<file path="src/hdl/srle_pkg.sv">
package srle_pkg;

  localparam int ACC_W   = 32;
  localparam int TICK_W  = 20;
  localparam int DEV_W   = 6;
  localparam int ADDR_W  = 9;
  localparam int VAL_W   = 8;
  localparam int WAIT_W  = 24;
  localparam int BYTE_W  = 8;
  localparam int GRP_W   = 7;
  localparam int IN_DATA_W = 48;
  localparam int DIV_CNT_W = $clog2(ACC_W);

  localparam logic [TICK_W-1:0] TICK_RESET = TICK_W'(10000);
  localparam logic [ACC_W-1:0]  ACC_MAX    = '1;

  localparam logic [BYTE_W-1:0] SYNC_ONE  = 8'hFF;
  localparam logic [BYTE_W-1:0] SYNC_MANY = 8'hFE;
  localparam logic [BYTE_W-1:0] END_CODE  = 8'hFD;

  typedef enum logic [1:0] {
    REQ_WRITE  = 2'd0,
    REQ_WAIT   = 2'd1,
    REQ_END    = 2'd2,
    REQ_UNUSED = 2'd3
  } req_t;

  typedef enum logic [2:0] {
    ST_IDLE,
    ST_DIV,
    ST_SYNC_HEAD,
    ST_SYNC_GRP,
    ST_DEV,
    ST_ADDR,
    ST_DATA,
    ST_END
  } state_t;

endpackage

</file>
<file path="src/hdl/srle_div.sv">
module srle_div
  import srle_pkg::*;
(
  input  logic              clk,
  input  logic              rst_n,
  input  logic              start,
  input  logic [ACC_W-1:0]  dividend,
  input  logic [TICK_W-1:0] divisor,
  output logic              done,
  output logic [ACC_W-1:0]  quotient,
  output logic [TICK_W-1:0] remainder
);

  logic                 busy_r, busy_nxt;
  logic                 done_r, done_nxt;
  logic [DIV_CNT_W-1:0] cnt_r, cnt_nxt;
  logic [ACC_W-1:0]     q_r, q_nxt;
  logic [TICK_W-1:0]    rem_r, rem_nxt;
  logic [TICK_W-1:0]    den_r, den_nxt;
  logic [TICK_W:0]      trial;
  logic [TICK_W+1:0]    diff;
  logic                 ge;

  assign trial = {rem_r, q_r[ACC_W-1]};
  assign diff  = {1'b0, trial} - {2'b00, den_r};
  assign ge    = ~diff[TICK_W+1];

  always_comb begin
    busy_nxt = busy_r;
    done_nxt = 1'b0;
    cnt_nxt  = cnt_r;
    q_nxt    = q_r;
    rem_nxt  = rem_r;
    den_nxt  = den_r;
    if (start) begin
      busy_nxt = 1'b1;
      cnt_nxt  = DIV_CNT_W'(ACC_W - 1);
      q_nxt    = dividend;
      rem_nxt  = '0;
      den_nxt  = divisor;
    end else if (busy_r) begin
      q_nxt   = {q_r[ACC_W-2:0], ge};
      rem_nxt = ge ? diff[TICK_W-1:0] : trial[TICK_W-1:0];
      cnt_nxt = cnt_r - 1'b1;
      if (cnt_r == '0) begin
        busy_nxt = 1'b0;
        done_nxt = 1'b1;
      end
    end
  end

  always_ff @(posedge clk) begin
    if (!rst_n) begin
      busy_r <= 1'b0;
      done_r <= 1'b0;
    end else begin
      busy_r <= busy_nxt;
      done_r <= done_nxt;
    end
    cnt_r <= cnt_nxt;
    q_r   <= q_nxt;
    rem_r <= rem_nxt;
    den_r <= den_nxt;
  end

  assign done      = done_r;
  assign quotient  = q_r;
  assign remainder = rem_r;

endmodule

</file>
<file path="src/hdl/sound_register_log_encoder.sv">
// Sound register log encoder.
// Input items (in_*): tuser holds the request type (write, wait, end);
// tdata holds device, register address, register value and wait time.
// A wait item is added into a saturating microsecond accumulator and
// produces no output. A write or end item runs a one-bit-per-cycle
// restoring divider that divides the accumulator by the tick length, then
// emits one byte per cycle on out_* while out_tready is high: optional
// sync bytes (0xFF, or 0xFE plus 7-bit count groups), then either three
// register-write bytes or 0xFD. out_tlast marks the final byte of an item.
// A write or end item emits at most 9 bytes, and in_tready is high only
// while the sequencer is idle.
// The output register holds a byte while out_tready is low and the
// sequencer waits; a new item may be taken while the last byte still waits.
// cfg_data sets the tick length in microseconds (0 acts as 1); cfg_ready
// is always high. Reset clears the accumulator, sets the tick to 10000 us
// and empties the output register.
module sound_register_log_encoder
  import srle_pkg::*;
(
  input  logic                 clk,
  input  logic                 rst_n,
  input  logic                 in_tvalid,
  output logic                 in_tready,
  // [5:0] device, [14:6] reg_address, [22:15] reg_value, [46:23] wait_us
  input  logic [IN_DATA_W-1:0] in_tdata,
  // [1:0] req_type
  input  logic [1:0]           in_tuser,
  output logic                 out_tvalid,
  input  logic                 out_tready,
  // [7:0] out_byte
  output logic [BYTE_W-1:0]    out_tdata,
  output logic                 out_tlast,
  input  logic                 cfg_valid,
  output logic                 cfg_ready,
  input  logic [TICK_W-1:0]    cfg_data
);

  state_t              state_r, state_nxt;
  logic [ACC_W-1:0]    acc_r, acc_nxt;
  logic [TICK_W-1:0]   tick_r, tick_nxt;
  req_t                type_r, type_nxt;
  logic [DEV_W-1:0]    device_r, device_nxt;
  logic [ADDR_W-1:0]   addr_r, addr_nxt;
  logic [VAL_W-1:0]    value_r, value_nxt;
  logic [ACC_W-1:0]    rest_r, rest_nxt;
  logic                one_r, one_nxt;
  logic                out_valid_r, out_valid_nxt;
  logic [BYTE_W-1:0]   out_byte_r, out_byte_nxt;
  logic                out_last_r, out_last_nxt;

  req_t                in_type;
  logic                in_fire;
  logic                div_start;
  logic                div_done;
  logic [ACC_W-1:0]    div_quot;
  logic [TICK_W-1:0]   div_rem;
  logic [TICK_W-1:0]   tick_eff;
  logic [ACC_W:0]      wait_sum;
  logic [ACC_W-1:0]    rest_shift;
  logic                grp_more;
  logic                out_free;
  logic                emit;
  logic [BYTE_W-1:0]   byte_c;
  logic                last_c;
  logic                load;
  state_t              payload_state;

  assign in_tready  = (state_r == ST_IDLE);
  assign cfg_ready  = 1'b1;
  assign in_type    = req_t'(in_tuser);
  assign in_fire    = in_tvalid & in_tready;
  assign div_start  = in_fire & ((in_type == REQ_WRITE) | (in_type == REQ_END));
  assign tick_eff   = (tick_r == '0) ? TICK_W'(1) : tick_r;
  assign wait_sum   = {1'b0, acc_r} + {{(ACC_W+1-WAIT_W){1'b0}}, in_tdata[46:23]};
  assign rest_shift = rest_r >> GRP_W;
  assign grp_more   = (rest_shift != '0);
  assign out_free   = ~out_valid_r | out_tready;
  assign load       = emit & out_free;
  assign payload_state = (type_r == REQ_END) ? ST_END : ST_DEV;

  srle_div u_div (
    .clk       (clk),
    .rst_n     (rst_n),
    .start     (div_start),
    .dividend  (acc_r),
    .divisor   (tick_eff),
    .done      (div_done),
    .quotient  (div_quot),
    .remainder (div_rem)
  );

  // next state
  always_comb begin
    state_nxt = state_r;
    case (state_r)
      ST_IDLE: begin
        if (div_start) state_nxt = ST_DIV;
      end
      ST_DIV: begin
        if (div_done) state_nxt = (div_quot == '0) ? payload_state : ST_SYNC_HEAD;
      end
      ST_SYNC_HEAD: begin
        if (out_free) state_nxt = one_r ? payload_state : ST_SYNC_GRP;
      end
      ST_SYNC_GRP: begin
        if (out_free && !grp_more) state_nxt = payload_state;
      end
      ST_DEV: begin
        if (out_free) state_nxt = ST_ADDR;
      end
      ST_ADDR: begin
        if (out_free) state_nxt = ST_DATA;
      end
      ST_DATA: begin
        if (out_free) state_nxt = ST_IDLE;
      end
      ST_END: begin
        if (out_free) state_nxt = ST_IDLE;
      end
      default: state_nxt = ST_IDLE;
    endcase
  end

  // byte selection
  always_comb begin
    emit   = 1'b0;
    byte_c = '0;
    last_c = 1'b0;
    case (state_r)
      ST_SYNC_HEAD: begin
        emit   = 1'b1;
        byte_c = one_r ? SYNC_ONE : SYNC_MANY;
      end
      ST_SYNC_GRP: begin
        emit   = 1'b1;
        byte_c = {grp_more, rest_r[GRP_W-1:0]};
      end
      ST_DEV: begin
        emit   = 1'b1;
        byte_c = {1'b0, device_r, addr_r[ADDR_W-1]};
      end
      ST_ADDR: begin
        emit   = 1'b1;
        byte_c = addr_r[BYTE_W-1:0];
      end
      ST_DATA: begin
        emit   = 1'b1;
        byte_c = value_r;
        last_c = 1'b1;
      end
      ST_END: begin
        emit   = 1'b1;
        byte_c = END_CODE;
        last_c = 1'b1;
      end
      default: begin
        emit = 1'b0;
      end
    endcase
  end

  // datapath
  always_comb begin
    acc_nxt       = acc_r;
    tick_nxt      = tick_r;
    type_nxt      = type_r;
    device_nxt    = device_r;
    addr_nxt      = addr_r;
    value_nxt     = value_r;
    rest_nxt      = rest_r;
    one_nxt       = one_r;
    out_valid_nxt = out_valid_r & ~out_tready;
    out_byte_nxt  = out_byte_r;
    out_last_nxt  = out_last_r;

    if (cfg_valid) tick_nxt = cfg_data;

    if (in_fire) begin
      type_nxt   = in_type;
      device_nxt = in_tdata[5:0];
      addr_nxt   = in_tdata[14:6];
      value_nxt  = in_tdata[22:15];
      if (in_type == REQ_WAIT) acc_nxt = wait_sum[ACC_W] ? ACC_MAX : wait_sum[ACC_W-1:0];
    end

    if (div_done) begin
      acc_nxt  = {{(ACC_W-TICK_W){1'b0}}, div_rem};
      rest_nxt = div_quot - ACC_W'(2);
      one_nxt  = (div_quot == ACC_W'(1));
    end

    if (load) begin
      out_valid_nxt = 1'b1;
      out_byte_nxt  = byte_c;
      out_last_nxt  = last_c;
      if (state_r == ST_SYNC_GRP) rest_nxt = rest_shift;
    end
  end

  always_ff @(posedge clk) begin
    if (!rst_n) begin
      state_r     <= ST_IDLE;
      acc_r       <= '0;
      tick_r      <= TICK_RESET;
      out_valid_r <= 1'b0;
    end else begin
      state_r     <= state_nxt;
      acc_r       <= acc_nxt;
      tick_r      <= tick_nxt;
      out_valid_r <= out_valid_nxt;
    end
    type_r     <= type_nxt;
    device_r   <= device_nxt;
    addr_r     <= addr_nxt;
    value_r    <= value_nxt;
    rest_r     <= rest_nxt;
    one_r      <= one_nxt;
    out_byte_r <= out_byte_nxt;
    out_last_r <= out_last_nxt;
  end

  assign out_tvalid = out_valid_r;
  assign out_tdata  = out_byte_r;
  assign out_tlast  = out_last_r;

  a_done_in_div: assert property (@(posedge clk) disable iff (!rst_n)
    div_done |-> (state_r == ST_DIV))
    else $error("divider result outside divide state");

  a_rem_below_tick: assert property (@(posedge clk) disable iff (!rst_n)
    div_done |=> (acc_r < {{(ACC_W-TICK_W){1'b0}}, tick_eff}))
    else $error("accumulator remainder not below tick");

  a_wait_no_decrease: assert property (@(posedge clk) disable iff (!rst_n)
    (in_fire && (in_type == REQ_WAIT)) |=> (acc_r >= $past(acc_r)))
    else $error("accumulator decreased on wait item");

endmodule

</file>
<file path="config.mk">
export PLATFORM = sky130hd
export DESIGN_NAME = sound_register_log_encoder
export DESIGN_NICKNAME = d
export VERILOG_FILES = /design/src/hdl/srle_pkg.sv /design/src/hdl/srle_div.sv /design/src/hdl/sound_register_log_encoder.sv
export SDC_FILE = /design/constraint.sdc
export NUM_CORES = 1
export LEC_CHECK = 0
export BUFFER_PORTS_ARGS = -buffer_cell sky130_fd_sc_hd__buf_2
export CAP_MARGIN = 5
export CELL_PAD_IN_SITES_DETAIL_PLACEMENT = 1
export CELL_PAD_IN_SITES_GLOBAL_PLACEMENT = 2
export CORE_MARGIN = 2
export CORE_UTILIZATION = 38
export DETAILED_ROUTE_END_ITERATION = 10
export PLACE_DENSITY = 0.77
export SLEW_MARGIN = 20
export SYNTH_ARGS = -nofsm -noshare
export SYNTH_HDL_FRONTEND = slang
export SYNTH_SLANG_ARGS = --single-unit
</file>
<file path="constraint.sdc">
create_clock -name clk -period 3.35 [get_ports clk]
set_input_delay 0.335 -clock clk [delete_from_list [all_inputs] [get_ports clk]]
set_output_delay 0.335 -clock clk [all_outputs]
set_load 0.01 [all_outputs]
</file>
==> flow_metrics.py <==
metrics = {
    "status": {
        "status": "complete, no violations",
    },
    "power_and_ir_drop": {
        "total_power_w": 0.00745,
        "power.density_mw_per_mm2": 588,
        "power_leakage_nw": 5.08,
        "ir_drop_v": 0.000380,
    },
    "finish": {
        "antenna_cells": 0,
        "design_area_mm2": 0.0127,
        "syn2layout_area_growth_pct": 17.5,
        "drive_above_1_share_pct": 13.9,
        "fill_cells": 3198,
        "finalNetCount": 1395,
    },
    "clock_network": {
        "cts.htree.levels": 1,
        "cts_buffer_depth": 3,
        "clk_latency_ns": 0.53,
        "cts_sinks": 202,
        "cts_tree": "built",
        "cts_buffers": 25,
        "clockRootBuffer": "clkbuf_16",
        "cts.reportedPaths.clkPinSlew_ns": 0.05,
    },
    "floorplan": {
        "die_x_um": 172,
        "die_area_mm2": 0.0297,
        "top_level_ports": 87,
        "start_util_pct": 38.7,
        "rows": 61,
        "core_mm2": 0.0279,
        "fp.dieH_um": 172,
    },
    "logic_synthesis": {
        "synth_edf_count": 87,
        "netlist.area_leader.share_pct": 24.2,
        "ys_seq_elements": 202,
        "syn-num-nets": 1307,
        "synth_most_common_cell": "nand2_1",
        "synth_top_cells_by_area": "edfxtp_1, dfxtp_1, nand2_1, o21ai_0, ha_1",
        "async_flop_share_pct": 0,
        "yosysTopAreaCell": "edfxtp_1",
        "synth.cell_area_mm2": 0.0108,
        "synthFlopType": "dfxtp_1",
        "yosysWarnings": 0,
        "synth_cells": 1184,
        "synth.avg_cell_area_um2": 9.11,
        "synthTopCellsByCount": "nand2_1, o21ai_0, dfxtp_1, edfxtp_1, nor2_1",
        "ys_types": 72,
        "yosysSeqAreaShare_pct": 45.6,
    },
    "run": {
        "maxCapViolations": 0,
    },
    "setup_path": {
        "cp.required_ns": 3.74,
        "slowest_stage": "fa_1",
        "crit_fanout": 5,
        "worstPathCellList": "ha_1 -> fa_1 -> a21o_1 -> a221oi_2 -> o21ai_1 -> a21o_1 -> a211oi_1 -> nor2_1 -> a2111oi_0 -> nor3_1",
        "worstSetupEndpointType": "register",
        "critPathArrivalTime_ns": 3.50,
        "path_common_cell": "a21o_1",
        "startpoint_type": "register",
        "worstSetupPathType": "reg2reg",
        "slowest_delay_ns": 0.43,
        "path_delay_family": "compound AO/OA/AOI/OAI gates",
        "crit_buf_inv": 0,
    },
    "global_route": {
        "antenna_found_initial": 0,
        "globalRouteTotalUtil_pct": 20.5,
        "grt_pass1_vias": 9157,
        "grt_max_degree": 71,
        "overflow": 0,
        "grt_pass1_wl_um": 48600,
    },
    "drt": {
        "dr.pass1.iters": 4,
        "drc": 0,
        "wl_um": 30000,
        "ant_nets": 0,
        "wl_per_cell_um": 18.0,
        "avgViaCountPerCell": 5.29,
        "vias": 8836,
        "drt_iter0_drc": 440,
    },
    "place": {
        "io_buffer_count": 84,
        "place_congestion": 0.848,
        "dp.final_hpwl_um": 22000,
        "place_area_mm2": 0.0116,
    },
    "hold_path": {
        "hold_class": "in2reg",
    },
    "timing": {
        "finalCritPeriodShare_pct": 92.9,
        "fin_tns_setup_ns": 0,
        "worstMarginPinSlew_ns": 0.952,
        "hold_violations": 0,
        "maxSlewViolCount": 0,
        "relSlewSlack_pct": 36.5,
        "setup_violations": 0,
        "min_period_ns": 3.11,
        "rsz0062_at_grt": "no",
        "skew_ns": 0.00923,
        "fmax_mhz": 321,
    },
}
[cell families (layout without fill, tap and decap cells)]
group / after synthesis / count (layout) / share of synthesized area [%]
AOI/OAI and AO/OA: 307 / 307 / 17.7
xor gates and xnor gates: 60 / 60 / 4.87
adders and majority gates: 48 / 48 / 5.71
buffers and inverters: 117 / 224 / 4.15
DFF: 202 / 202 / 45.6
muxes: 43 / 43 / 4.03
other: 1 / 1 / 0.0348
and+or+nand+nor: 406 / 406 / 17.9
[where the power goes]
part / internal, W / total, W / switching, W
clock network: 0.00160 / 0.00267 / 0.00107
logic: 0.000754 / 0.00173 / 0.000972
registers: 0.00283 / 0.00306 / 0.000225
total: 0.00519 / 0.00745 / 0.00226
[layout by cell type (no fill, tap or decap), types with 24 or more instances in the layout]
| cell | Yosys | layout |
|---|---|---|
| nand2_1 | 183 | 183 |
| o21ai_0 | 116 | 116 |
| dfxtp_1 | 115 | 114 |
| edfxtp_1 | 87 | 87 |
| buf_2 | 4 | 84 |
| nor2_1 | 66 | 66 |
| a21oi_1 | 64 | 64 |
| ha_1 | 46 | 46 |
| inv_1 | 44 | 44 |
| mux2i_1 | 40 | 40 |
| xnor2_1 | 35 | 35 |
| nor3_1 | 34 | 33 |
| a211oi_1 | 30 | 30 |
| clkbuf_16 | 0 | 27 |
| xor2_1 | 25 | 25 |
| buf_4 | 1 | 25 |
| nor2b_1 | 24 | 24 |
[worst paths after layout]
kind | start | to | slack [ns] | cells past startpoint
worst max-delay path | acc_r[0] | acc_r[29] | 0.24 | 10
worst min-delay path | in_tdata[13] | addr_r[7] | 0.02 | 1
worst max register to register | acc_r[0] | acc_r[29] | 0.24 | 10
worst min register to register | tick_r[6] | u_div.den_r[6] | 0.46 | 0
[per-layer routing]
| metal | vias up | routed length [um] | track usage, % |
|---|---|---|---|
| li1 | 4431 | - | - |
| met1 | 4261 | 13400 | 25.9 |
| met2 | 107 | 15200 | 37.2 |
| met3 | 37 | 812 | 2.29 |
| met4 | 0 | 656 | 5.04 |
| met5 | - | 0 | 0 |
[stage by stage]
step | util, % | hold WS, ns | setup WS [ns] | std cells
final | 45.5 | 0.0194 | 0.239 | 1669
after global routing | 45.5 | 0.00757 | 0.0162 | 1669
after CTS | 45.4 | 0.0000415 | 0.130 | 1669
after detailed placement | 41.7 | 0.448 | 0.00423 | 1601
after global placement | 41.7 | 0.447 | 0.0299 | 1601
after floorplan | - | 0.432 | 0.395 | 1184
[registers in the layout, summed over array words and instances, names as in the netlist, 2 cells and up]
register and cells:
acc_r 32, rest_r 32, u_div.quotient 32, tick_r 20, u_div.den_r 20, u_div.remainder 20, addr_r 9, out_tdata 8
value_r 8, device_r 6, u_div.cnt_r 5, state_r 3, type_r 2
[what timing repair did]
action                                 in CTS  in global routing
setup endpoints to repair                   0                  6
hold buffers                               22                  0
endpoints found under the hold margin      22                  0
gates resized for setup                     0                  2
buffers inserted                            0                  0
[area by class of cell]
type	instances	area [um^2]	area share [%]
well taps	378	473	3.73
clock buffers	41	786	6.20
flip-flops and latches	202	4920	38.8
inverters	46	173	1.36
multi-input cells	865	5440	43.0
clock inverters	5	32.5	0.257
repair buffers	132	848	6.69
Note: power is estimated with default switching activity, not from simulation.
